<file path="config.mk">
export PLATFORM = sky130hd
export DESIGN_NAME = button_press_event_detector
export DESIGN_NICKNAME = d
export VERILOG_FILES = /design/src/rtl/bped_pkg.sv /design/src/rtl/bped_front.sv /design/src/rtl/bped_scan.sv /design/src/rtl/bped_evq.sv /design/src/rtl/button_press_event_detector.sv
export SDC_FILE = /design/constraint.sdc
export NUM_CORES = 1
export LEC_CHECK = 0
export BUFFER_PORTS_ARGS = -buffer_cell sky130_fd_sc_hd__buf_2
export CORE_ASPECT_RATIO = 1.1
export CORE_MARGIN = 2
export CORE_UTILIZATION = 67
export CTS_BUF_LIST = sky130_fd_sc_hd__clkbuf_8
export CTS_CLUSTER_SIZE = 16
export DETAILED_ROUTE_END_ITERATION = 10
export GPL_TIMING_DRIVEN = 1
export PLACE_DENSITY = 0.86
export RECOVER_POWER = 50
export SLEW_MARGIN = 40
export SYNTH_ARGS = -nofsm -noshare
export SYNTH_HDL_FRONTEND = slang
export SYNTH_SLANG_ARGS = --single-unit
</file>
<file path="constraint.sdc">
create_clock -name clk -period 11.3 [get_ports clk]
set_input_delay 2.26 -clock clk [delete_from_list [all_inputs] [get_ports clk]]
set_output_delay 2.26 -clock clk [all_outputs]
set_load 0.01 [all_outputs]
</file>
<file path="src/rtl/bped_pkg.sv">
// ----------------------------------------------------------------------------
// bped_pkg
// Types and constants shared by the button press event detector.
// ----------------------------------------------------------------------------
package bped_pkg;

  // widths fixed by the register map and the item fields
  localparam int MaxButtonsDefault = 8;
  localparam int LevelWidth        = 8;
  localparam int CountWidth        = 4;
  localparam int IndexWidth        = 3;
  localparam int CfgIndexWidth     = 3;
  localparam int CfgDataWidth      = 8;

  // queue depths (powers of two)
  localparam int JobDepth = 2;
  localparam int EvqDepth = 16;

  typedef enum logic [2:0] {
    EV_DOWN  = 3'd0,
    EV_UP    = 3'd1,
    EV_SHORT = 3'd2,
    EV_LONG  = 3'd3,
    EV_KEEP  = 3'd4
  } event_kind_t;

  typedef enum logic [CfgIndexWidth-1:0] {
    CFG_BUTTON_COUNT  = 3'd0,
    CFG_ACTIVE_LEVELS = 3'd1,
    CFG_TICK_INTERVAL = 3'd2,
    CFG_SHORT_MIN     = 3'd3,
    CFG_LONG_MIN      = 3'd4,
    CFG_KEEP_MIN      = 3'd5,
    CFG_KEEP_MAX      = 3'd6,
    CFG_KEEP_PRESCALE = 3'd7
  } cfg_reg_t;

  typedef struct packed {
    logic [CountWidth-1:0] button_count;
    logic [7:0]            active_levels;
    logic [7:0]            tick_interval;
    logic [7:0]            short_min;
    logic [7:0]            long_min;
    logic [7:0]            keep_min;
    logic [7:0]            keep_max;
    logic [7:0]            keep_prescale;
  } cfg_t;

  localparam cfg_t CfgReset = '{
    button_count:  4'd0,
    active_levels: 8'd0,
    tick_interval: 8'd5,
    short_min:     8'd3,
    long_min:      8'd50,
    keep_min:      8'd100,
    keep_max:      8'd200,
    keep_prescale: 8'd10
  };

  typedef struct packed {
    logic [IndexWidth-1:0] button_index;
    event_kind_t           kind;
    logic                  last;
  } event_t;

  typedef struct packed {
    logic   valid;
    event_t ev;
  } event_push_t;

  typedef enum logic [1:0] {
    SC_IDLE,
    SC_EVAL,
    SC_SECOND,
    SC_FLUSH
  } scan_state_t;

endpackage

</file>
<file path="src/rtl/bped_front.sv">
// ----------------------------------------------------------------------------
// bped_front
// Accepts ticks, runs the tick divider and queues the levels of each tick
// that starts a scan.
// ----------------------------------------------------------------------------
module bped_front (
  input  logic                           clk,
  input  logic                           rst,
  input  logic                           push,
  output logic                           full,
  input  logic [bped_pkg::LevelWidth-1:0] button_levels,
  input  logic [7:0]                     tick_interval,
  output logic                           job_valid,
  output logic [bped_pkg::LevelWidth-1:0] job_levels,
  input  logic                           job_pop
);
  import bped_pkg::*;

  localparam int PtrW = (JobDepth > 1) ? $clog2(JobDepth) : 1;
  localparam int CntW = $clog2(JobDepth + 1);

  logic [7:0]            divider;
  logic [7:0]            divider_next;
  logic                  scan_due;
  logic                  accept;
  logic                  wr_en;
  logic                  rd_en;
  logic [PtrW-1:0]       wr_ptr;
  logic [PtrW-1:0]       rd_ptr;
  logic [CntW-1:0]       count;
  logic [LevelWidth-1:0] mem [JobDepth];

  // divider step and scan decision
  assign divider_next = divider + 8'd1;
  assign scan_due     = (divider_next >= tick_interval);
  assign accept       = push && !full;
  assign wr_en        = accept && scan_due;
  assign rd_en        = job_pop && job_valid;

  assign full       = (count == CntW'(JobDepth));
  assign job_valid  = (count != '0);
  assign job_levels = mem[rd_ptr];

  // tick divider
  always_ff @(posedge clk) begin
    if (rst) begin
      divider <= '0;
    end else if (accept) begin
      divider <= scan_due ? 8'd0 : divider_next;
    end
  end

  // scan job queue
  always_ff @(posedge clk) begin
    if (wr_en) begin
      mem[wr_ptr] <= button_levels;
    end
  end

  always_ff @(posedge clk) begin
    if (rst) begin
      wr_ptr <= '0;
      rd_ptr <= '0;
      count  <= '0;
    end else begin
      if (wr_en) begin
        wr_ptr <= wr_ptr + PtrW'(1);
      end
      if (rd_en) begin
        rd_ptr <= rd_ptr + PtrW'(1);
      end
      if (wr_en && !rd_en) begin
        count <= count + CntW'(1);
      end else if (rd_en && !wr_en) begin
        count <= count - CntW'(1);
      end
    end
  end

endmodule

</file>
<file path="src/rtl/bped_scan.sv">
// ----------------------------------------------------------------------------
// bped_scan
// Walks the buttons of one scan job, an EVAL and a SECOND state per button,
// updates the press counters and the shared keep prescaler, and issues
// events. The newest event waits in a holding register so the final one
// of a scan can be marked when the walk ends.
// ----------------------------------------------------------------------------
module bped_scan #(
  parameter int MAX_BUTTONS = bped_pkg::MaxButtonsDefault
) (
  input  logic                            clk,
  input  logic                            rst,
  input  bped_pkg::cfg_t                  cfg,
  input  logic                            job_valid,
  input  logic [bped_pkg::LevelWidth-1:0] job_levels,
  output logic                            job_pop,
  output bped_pkg::event_push_t           evq_push,
  input  logic                            evq_full
);
  import bped_pkg::*;

  localparam int ScanDepth = (MAX_BUTTONS < LevelWidth) ? MAX_BUTTONS : LevelWidth;
  localparam int SelW      = (ScanDepth > 1) ? $clog2(ScanDepth) : 1;

  scan_state_t           state;
  scan_state_t           state_next;
  logic [CountWidth-1:0] idx;
  logic [CountWidth-1:0] idx_inc;
  logic [CountWidth-1:0] n_btn;
  logic [CountWidth-1:0] n_lim;
  logic [LevelWidth-1:0] levels;
  logic [7:0]            counts [ScanDepth];
  logic [7:0]            prescaler;
  event_t                pend;
  logic                  pend_valid;
  logic                  evb_valid;
  event_kind_t           evb_kind;

  logic [SelW-1:0]       sel;
  logic [IndexWidth-1:0] bit_sel;
  logic [7:0]            c;
  logic                  pressed;
  logic                  ea_valid;
  event_kind_t           ea_kind;
  logic                  eb_valid;
  event_kind_t           eb_kind;
  logic                  cnt_we;
  logic [7:0]            cnt_new;
  logic                  presc_we;
  logic [7:0]            presc_new;
  logic                  new_valid;
  logic                  step_ok;
  logic                  flush_done;

  // button select and scan length
  assign sel     = idx[SelW-1:0];
  assign bit_sel = idx[IndexWidth-1:0];
  assign idx_inc = idx + CountWidth'(1);
  assign n_lim   = (cfg.button_count > CountWidth'(ScanDepth)) ?
                   CountWidth'(ScanDepth) : cfg.button_count;

  // per-button evaluation
  always_comb begin
    c         = counts[sel];
    pressed   = (levels[bit_sel] == cfg.active_levels[bit_sel]);
    ea_valid  = 1'b0;
    ea_kind   = EV_DOWN;
    eb_valid  = 1'b0;
    eb_kind   = EV_UP;
    cnt_we    = 1'b0;
    cnt_new   = c;
    presc_we  = 1'b0;
    presc_new = prescaler;
    if (!pressed) begin
      if (c != 8'd0) begin
        if ((c >= cfg.short_min) && (c < cfg.keep_min)) begin
          ea_valid = 1'b1;
          ea_kind  = (c >= cfg.long_min) ? EV_LONG : EV_SHORT;
        end
        eb_valid = 1'b1;
        eb_kind  = EV_UP;
        cnt_we   = 1'b1;
        cnt_new  = 8'd0;
      end
    end else begin
      if (c == 8'd0) begin
        ea_valid = 1'b1;
        ea_kind  = EV_DOWN;
      end
      if (c > cfg.keep_min) begin
        if (c >= cfg.keep_max) begin
          cnt_we  = 1'b1;
          cnt_new = cfg.keep_min;
        end else begin
          presc_we = 1'b1;
          if (prescaler >= cfg.keep_prescale) begin
            eb_valid  = 1'b1;
            eb_kind   = EV_KEEP;
            cnt_we    = 1'b1;
            cnt_new   = c + 8'd1;
            presc_new = 8'd0;
          end else begin
            presc_new = prescaler + 8'd1;
          end
        end
      end else begin
        cnt_we  = 1'b1;
        cnt_new = c + 8'd1;
      end
    end
  end

  // a new event displaces the held one, which needs room downstream
  assign new_valid  = ((state == SC_EVAL) && ea_valid) ||
                      ((state == SC_SECOND) && evb_valid);
  assign step_ok    = !(new_valid && pend_valid && evq_full);
  assign flush_done = !pend_valid || !evq_full;

  // next state
  always_comb begin
    state_next = state;
    case (state)
      SC_IDLE: begin
        if (job_valid && (n_lim != '0)) begin
          state_next = SC_EVAL;
        end
      end
      SC_EVAL: begin
        if (step_ok) begin
          state_next = SC_SECOND;
        end
      end
      SC_SECOND: begin
        if (step_ok) begin
          state_next = (idx_inc == n_btn) ? SC_FLUSH : SC_EVAL;
        end
      end
      SC_FLUSH: begin
        if (flush_done) begin
          state_next = SC_IDLE;
        end
      end
      default: begin
        state_next = SC_IDLE;
      end
    endcase
  end

  // outputs
  always_comb begin
    job_pop        = 1'b0;
    evq_push.valid = 1'b0;
    evq_push.ev    = pend;
    case (state)
      SC_IDLE: begin
        job_pop = job_valid;
      end
      SC_EVAL, SC_SECOND: begin
        evq_push.valid = new_valid && pend_valid && !evq_full;
      end
      SC_FLUSH: begin
        evq_push.valid   = pend_valid && !evq_full;
        evq_push.ev.last = 1'b1;
      end
      default: begin
        job_pop = 1'b0;
      end
    endcase
  end

  // walk registers, counters and prescaler
  always_ff @(posedge clk) begin
    if (rst) begin
      state      <= SC_IDLE;
      idx        <= '0;
      n_btn      <= '0;
      prescaler  <= '0;
      pend_valid <= 1'b0;
      evb_valid  <= 1'b0;
      for (int i = 0; i < ScanDepth; i++) begin
        counts[i] <= '0;
      end
    end else begin
      state <= state_next;
      case (state)
        SC_IDLE: begin
          if (job_valid) begin
            levels <= job_levels;
            n_btn  <= n_lim;
            idx    <= '0;
          end
        end
        SC_EVAL: begin
          if (step_ok) begin
            if (cnt_we) begin
              counts[sel] <= cnt_new;
            end
            if (presc_we) begin
              prescaler <= presc_new;
            end
            evb_valid <= eb_valid;
            evb_kind  <= eb_kind;
            if (ea_valid) begin
              pend_valid <= 1'b1;
              pend       <= '{button_index: bit_sel, kind: ea_kind, last: 1'b0};
            end
          end
        end
        SC_SECOND: begin
          if (step_ok) begin
            idx <= idx_inc;
            if (evb_valid) begin
              pend_valid <= 1'b1;
              pend       <= '{button_index: bit_sel, kind: evb_kind, last: 1'b0};
            end
          end
        end
        SC_FLUSH: begin
          if (flush_done) begin
            pend_valid <= 1'b0;
          end
        end
        default: begin
          pend_valid <= 1'b0;
        end
      endcase
    end
  end

endmodule

</file>
<file path="src/rtl/bped_evq.sv">
// ----------------------------------------------------------------------------
// bped_evq
// Result queue holding issued events until the receiver takes them.
// ----------------------------------------------------------------------------
module bped_evq (
  input  logic                  clk,
  input  logic                  rst,
  input  bped_pkg::event_push_t evq_push,
  output logic                  evq_full,
  output logic                  empty,
  input  logic                  pop,
  output bped_pkg::event_t      head
);
  import bped_pkg::*;

  localparam int PtrW = (EvqDepth > 1) ? $clog2(EvqDepth) : 1;
  localparam int CntW = $clog2(EvqDepth + 1);

  logic [PtrW-1:0] wr_ptr;
  logic [PtrW-1:0] rd_ptr;
  logic [CntW-1:0] count;
  logic            wr_en;
  logic            rd_en;
  event_t          mem [EvqDepth];

  assign wr_en    = evq_push.valid && !evq_full;
  assign rd_en    = pop && !empty;
  assign evq_full = (count == CntW'(EvqDepth));
  assign empty    = (count == '0);
  assign head     = mem[rd_ptr];

  // storage
  always_ff @(posedge clk) begin
    if (wr_en) begin
      mem[wr_ptr] <= evq_push.ev;
    end
  end

  // pointers and fill level
  always_ff @(posedge clk) begin
    if (rst) begin
      wr_ptr <= '0;
      rd_ptr <= '0;
      count  <= '0;
    end else begin
      if (wr_en) begin
        wr_ptr <= wr_ptr + PtrW'(1);
      end
      if (rd_en) begin
        rd_ptr <= rd_ptr + PtrW'(1);
      end
      if (wr_en && !rd_en) begin
        count <= count + CntW'(1);
      end else if (rd_en && !wr_en) begin
        count <= count - CntW'(1);
      end
    end
  end

endmodule

</file>
<file path="src/rtl/button_press_event_detector.sv">
// ----------------------------------------------------------------------------
// button_press_event_detector
// Multi-button short/long/hold press detector with queue-style channels.
// ----------------------------------------------------------------------------
// Usage:
//   Ticks enter through push/full; a tick transfers when push is high and
//   full is low. Events leave through empty/pop; the oldest event sits on
//   button_index/event_kind/last_of_tick while empty is low and transfers
//   when pop is high. last_of_tick marks the final event of a scanning tick.
//   Registers are written through cfg_write/cfg_index/cfg_data, by the user
//   only while the block is idle; the block itself does not enforce it.
//   Ticks that do not start a scan only advance the divider. A scanning tick
//   is queued (two deep) and walked in an EVAL and a SECOND state per
//   button, after an IDLE state that takes the job and before a FLUSH state
//   that releases the final event. The button walk is the throughput limit.
//   The first event of a scan passes the job queue, the walk, the holding
//   register and the result queue to the ports. Each event is held until
//   another one or the end of the walk, so the last one can be marked.
//   A 16-entry result queue decouples the receiver; when it fills, the walk
//   stalls, then the job queue fills and full rises. Nothing is dropped.
//   Reset (rst, synchronous) restores register defaults, clears counters,
//   prescaler, divider and both queues; no clearing pass is needed.
// ----------------------------------------------------------------------------
module button_press_event_detector #(
  parameter int MAX_BUTTONS = bped_pkg::MaxButtonsDefault
) (
  input  logic                               clk,
  input  logic                               rst,
  input  logic                               push,
  output logic                               full,
  input  logic [bped_pkg::LevelWidth-1:0]    button_levels,
  output logic                               empty,
  input  logic                               pop,
  output logic [bped_pkg::IndexWidth-1:0]    button_index,
  output logic [2:0]                         event_kind,
  output logic                               last_of_tick,
  input  logic                               cfg_write,
  input  logic [bped_pkg::CfgIndexWidth-1:0] cfg_index,
  input  logic [bped_pkg::CfgDataWidth-1:0]  cfg_data
);
  import bped_pkg::*;

  cfg_t                  cfg;
  logic                  job_valid;
  logic [LevelWidth-1:0] job_levels;
  logic                  job_pop;
  event_push_t           evq_push;
  logic                  evq_full;
  event_t                head;

  // configuration registers
  always_ff @(posedge clk) begin
    if (rst) begin
      cfg <= CfgReset;
    end else if (cfg_write) begin
      case (cfg_reg_t'(cfg_index))
        CFG_BUTTON_COUNT:  cfg.button_count  <= cfg_data[CountWidth-1:0];
        CFG_ACTIVE_LEVELS: cfg.active_levels <= cfg_data;
        CFG_TICK_INTERVAL: cfg.tick_interval <= cfg_data;
        CFG_SHORT_MIN:     cfg.short_min     <= cfg_data;
        CFG_LONG_MIN:      cfg.long_min      <= cfg_data;
        CFG_KEEP_MIN:      cfg.keep_min      <= cfg_data;
        CFG_KEEP_MAX:      cfg.keep_max      <= cfg_data;
        CFG_KEEP_PRESCALE: cfg.keep_prescale <= cfg_data;
        default: begin
        end
      endcase
    end
  end

  // tick intake
  bped_front u_front (
    .clk           (clk),
    .rst           (rst),
    .push          (push),
    .full          (full),
    .button_levels (button_levels),
    .tick_interval (cfg.tick_interval),
    .job_valid     (job_valid),
    .job_levels    (job_levels),
    .job_pop       (job_pop)
  );

  // button walk
  bped_scan #(
    .MAX_BUTTONS (MAX_BUTTONS)
  ) u_scan (
    .clk        (clk),
    .rst        (rst),
    .cfg        (cfg),
    .job_valid  (job_valid),
    .job_levels (job_levels),
    .job_pop    (job_pop),
    .evq_push   (evq_push),
    .evq_full   (evq_full)
  );

  // result queue
  bped_evq u_evq (
    .clk      (clk),
    .rst      (rst),
    .evq_push (evq_push),
    .evq_full (evq_full),
    .empty    (empty),
    .pop      (pop),
    .head     (head)
  );

  assign button_index = head.button_index;
  assign event_kind   = head.kind;
  assign last_of_tick = head.last;

endmodule

</file>
==> impl_metrics.py <==
metrics = {
    "placement": {
        "place_congestion": 0.882,
        "dp_hpwl_microns": 21500,
        "portBuffers": 32,
    },
    "power_and_ir_drop": {
        "p_leak_uw": 0.00570,
        "seq_power_share": 0.505,
        "ir_drop_v": 0.000120,
        "internal_power_uw": 1950,
        "switchingPower_uw": 688,
        "switching_share": 0.261,
        "p_clk_frac": 0.356,
        "combinationalPowerShare": 0.139,
        "power_density_mw_per_mm2": 164,
    },
    "timing": {
        "drv_slew": 87,
        "clock.fmax_ghz": 0.168,
        "hold_violations": 0,
        "setup_tns_ns": 0,
        "fin_crit_sh": 0.528,
        "relSlewSlack": -1.54,
        "max_slew.worst_pin.slew_ns": 3.81,
        "setup_viol_count_final": 0,
        "rsz0062_at_grt": "false",
        "skew_ns": 0.0253,
        "period_needed_ns": 5.97,
    },
    "clock_tree": {
        "ctsHoldBuffers": 0,
        "clk_latency_ns": 0.58,
        "postCtsResizedCells": 0,
        "clock_sinks": 320,
        "cts_tree": "done",
        "cts_max_level": 2,
        "post_cts_buffers": 0,
        "cts_buffers": 49,
        "cts_buffer_depth": 3,
        "cts_root_buffer": "clkbuf_8",
        "clk_pin_slew_ns": 0.06,
    },
    "setup_path": {
        "critPathLaunchType": "primary input",
        "worstPathMaxFanout": 86,
        "r2r_setup_slack_ns": 5.61,
        "critPathArrivalTime_ns": 6.03,
        "criticalPathCategory": "in2reg",
        "critPathCaptureType": "flip-flop",
        "crit_required_ns": 11.37,
    },
    "logic_synthesis": {
        "netlist_area_sq_mm": 0.0146,
        "ys_seq_area_frac": 0.581,
        "syn_inst": 1162,
        "yosysTopAreaCellShare": 0.428,
        "ys_seq_elements": 320,
        "synth_edf_count": 208,
        "synth_ff_type": "edfxtp_1",
        "synth.area.top_cells": "edfxtp_1 43%, dfxtp_1 15%, mux4_2 7.9%",
        "yosys_warnings": 0,
        "syn-num-nets": 1250,
        "synth_commonest_cells": "208 x edfxtp_1, 169 x nor2_1, 112 x dfxtp_1, 68 x nand2_1, 63 x ha_1",
        "async_reset_ff_frac": 0,
        "synthDistinctLibCells": 67,
        "synth_top_cell_by_area": "edfxtp_1",
        "synth_most_common_cell": "edfxtp_1",
        "avgSynthCellArea_sq_um": 12.6,
    },
    "cells_and_area": {
        "nNetsFinal": 1294,
        "final_layout_size_suffix_gt1_frac": 0.153,
        "fin_util": 0.751,
        "syn2layout_area_growth_pct": 9.93,
        "fill_cells": 1330,
        "n_antenna_cell": 0,
    },
    "grt": {
        "grt_max_degree": 87,
        "grt_pass1_vias": 9311,
        "antenna_found_initial": 0,
        "grt_util_all_layers": 0.280,
        "grt_first_pass_wirelength_microns": 49500,
        "gr-total-overflow": 0,
    },
    "job": {
        "drv_cap": 1,
    },
    "drt": {
        "ant_nets": 0,
        "post_drt_wl_per_cell_microns": 20.4,
        "routed_via_density": 6.13,
        "drcViolationCount": 0,
        "first_iter_violations": 668,
        "vias": 9412,
        "drt_pass1_iterations": 5,
        "routed_wirelength_microns": 31300,
    },
    "min_path": {
        "hold_path.class": "reg2reg",
    },
    "die": {
        "boundaryPins": 33,
        "rows": 56,
        "die-area_sq_mm": 0.0230,
        "chipWidth_microns": 145,
        "die_h_microns": 159,
        "core_area_sq_mm": 0.0214,
        "initial_core_util": 0.683,
    },
    "outcome": {
        "violations": "capacitance limit, slew limit",
        "status": "complete, but fails checks",
    },
}
## power by group through the flow
stage | sequential (uW) | combinational, uW | clock, uW
detailed placement | 1360 | 366 | 0
CTS | 1340 | 369 | 951
global route | 1340 | 402 | 1000
finish | 1330 | 368 | 939
global placement | 1360 | 347 | 0
floorplan | 1320 | 291 | 0
## registers in the layout (all words and copies together) (netlist names), 2 cells and up, named ones only
register,flops
u_front.count,2
u_scan.evb_kind,2
u_scan.levels,8
u_scan.prescaler,8
u_evq.count,5
u_evq.wr_ptr,4
u_scan.n_btn,4
u_front.mem,16
u_front.divider,8
u_scan.evq_push,6
u_scan.idx,4
u_scan.state,2
u_scan.counts,64
u_evq.rd_ptr,4
u_evq.mem,112
cfg,60
## routing by layer
layer,wire [microns],vias to the layer above,part of all wire,track usage
li1,-,4351,-,-
met1,12100,4602,0.39,0.355
met5,0,-,0,0
met3,2210,66,0.071,0.0516
met2,16100,393,0.51,0.481
met4,910,0,0.029,0.0980
## cells in the final DEF (no fill, tap or decap), types with 11 or more instances in the layout
cell type  count
inv_1         75
xnor2_1       19
nand2b_1      12
nor2_1       169
a21oi_1       47
nand3_1       24
nand2_1       68
xor2_1        24
edfxtp_1     208
and3_1        14
mux2i_1       58
dfxtp_1      111
clkbuf_1      11
buf_2         23
clkbuf_8      53
o211ai_1      15
mux4_2        51
o21ai_0       24
ha_1          63
## final cells by class
type | count | area [sq um] | share of cell area
clock buffer | 53 | 729 | 0.0454
inverter | 60 | 225 | 0.0140
timing repair buffer | 41 | 209 | 0.0130
clock inverter | 37 | 241 | 0.0150
tap | 290 | 363 | 0.0226
multi-input combinational | 734 | 5800 | 0.361
sequential | 320 | 8490 | 0.529
## logic make-up (layout without fill, tap and decap cells)
logic type,after synthesis,count (layout),share of synthesized area
and+or+nand+nor,366,366,0.119
DFF,320,320,0.581
AOI/OAI and AO/OA,141,141,0.0625
muxes,120,120,0.127
buffers and inverters,108,191,0.0296
adders and majority gates,64,64,0.0553
xor gates and xnor gates,43,43,0.0258
## through the flow
stage	area, sq um	setup WS (ns)	hold slack, ns	total power (uW)	std cells
4_1_cts	16100	5.93	0.457	2660	1535
3_3_place_gp	15000	6.01	0.419	1700	1445
2_1_floorplan	14600	6.63	0.436	1610	1162
5_1_grt	16100	4.98	0.476	2750	1535
3_5_place_dp	15100	5.98	0.430	1730	1445
6_report	16100	5.33	0.458	2640	1535
## worst paths after layout
check | startpoint | to | cells past startpoint
min reg2reg | cfg[7] | cfg[7] | 2
max reg2reg | flip-flop | u_evq.count[4] | 19
max | rst | u_scan.levels[5] | 3
min | cfg[7] | cfg[7] | 2
## critical path, stage by stage
cell      delay (ns)
clkbuf_1        0.25
clkbuf_1        2.70
nor2_1          0.77
No activity file was read; power rests on OpenSTA's default activity.
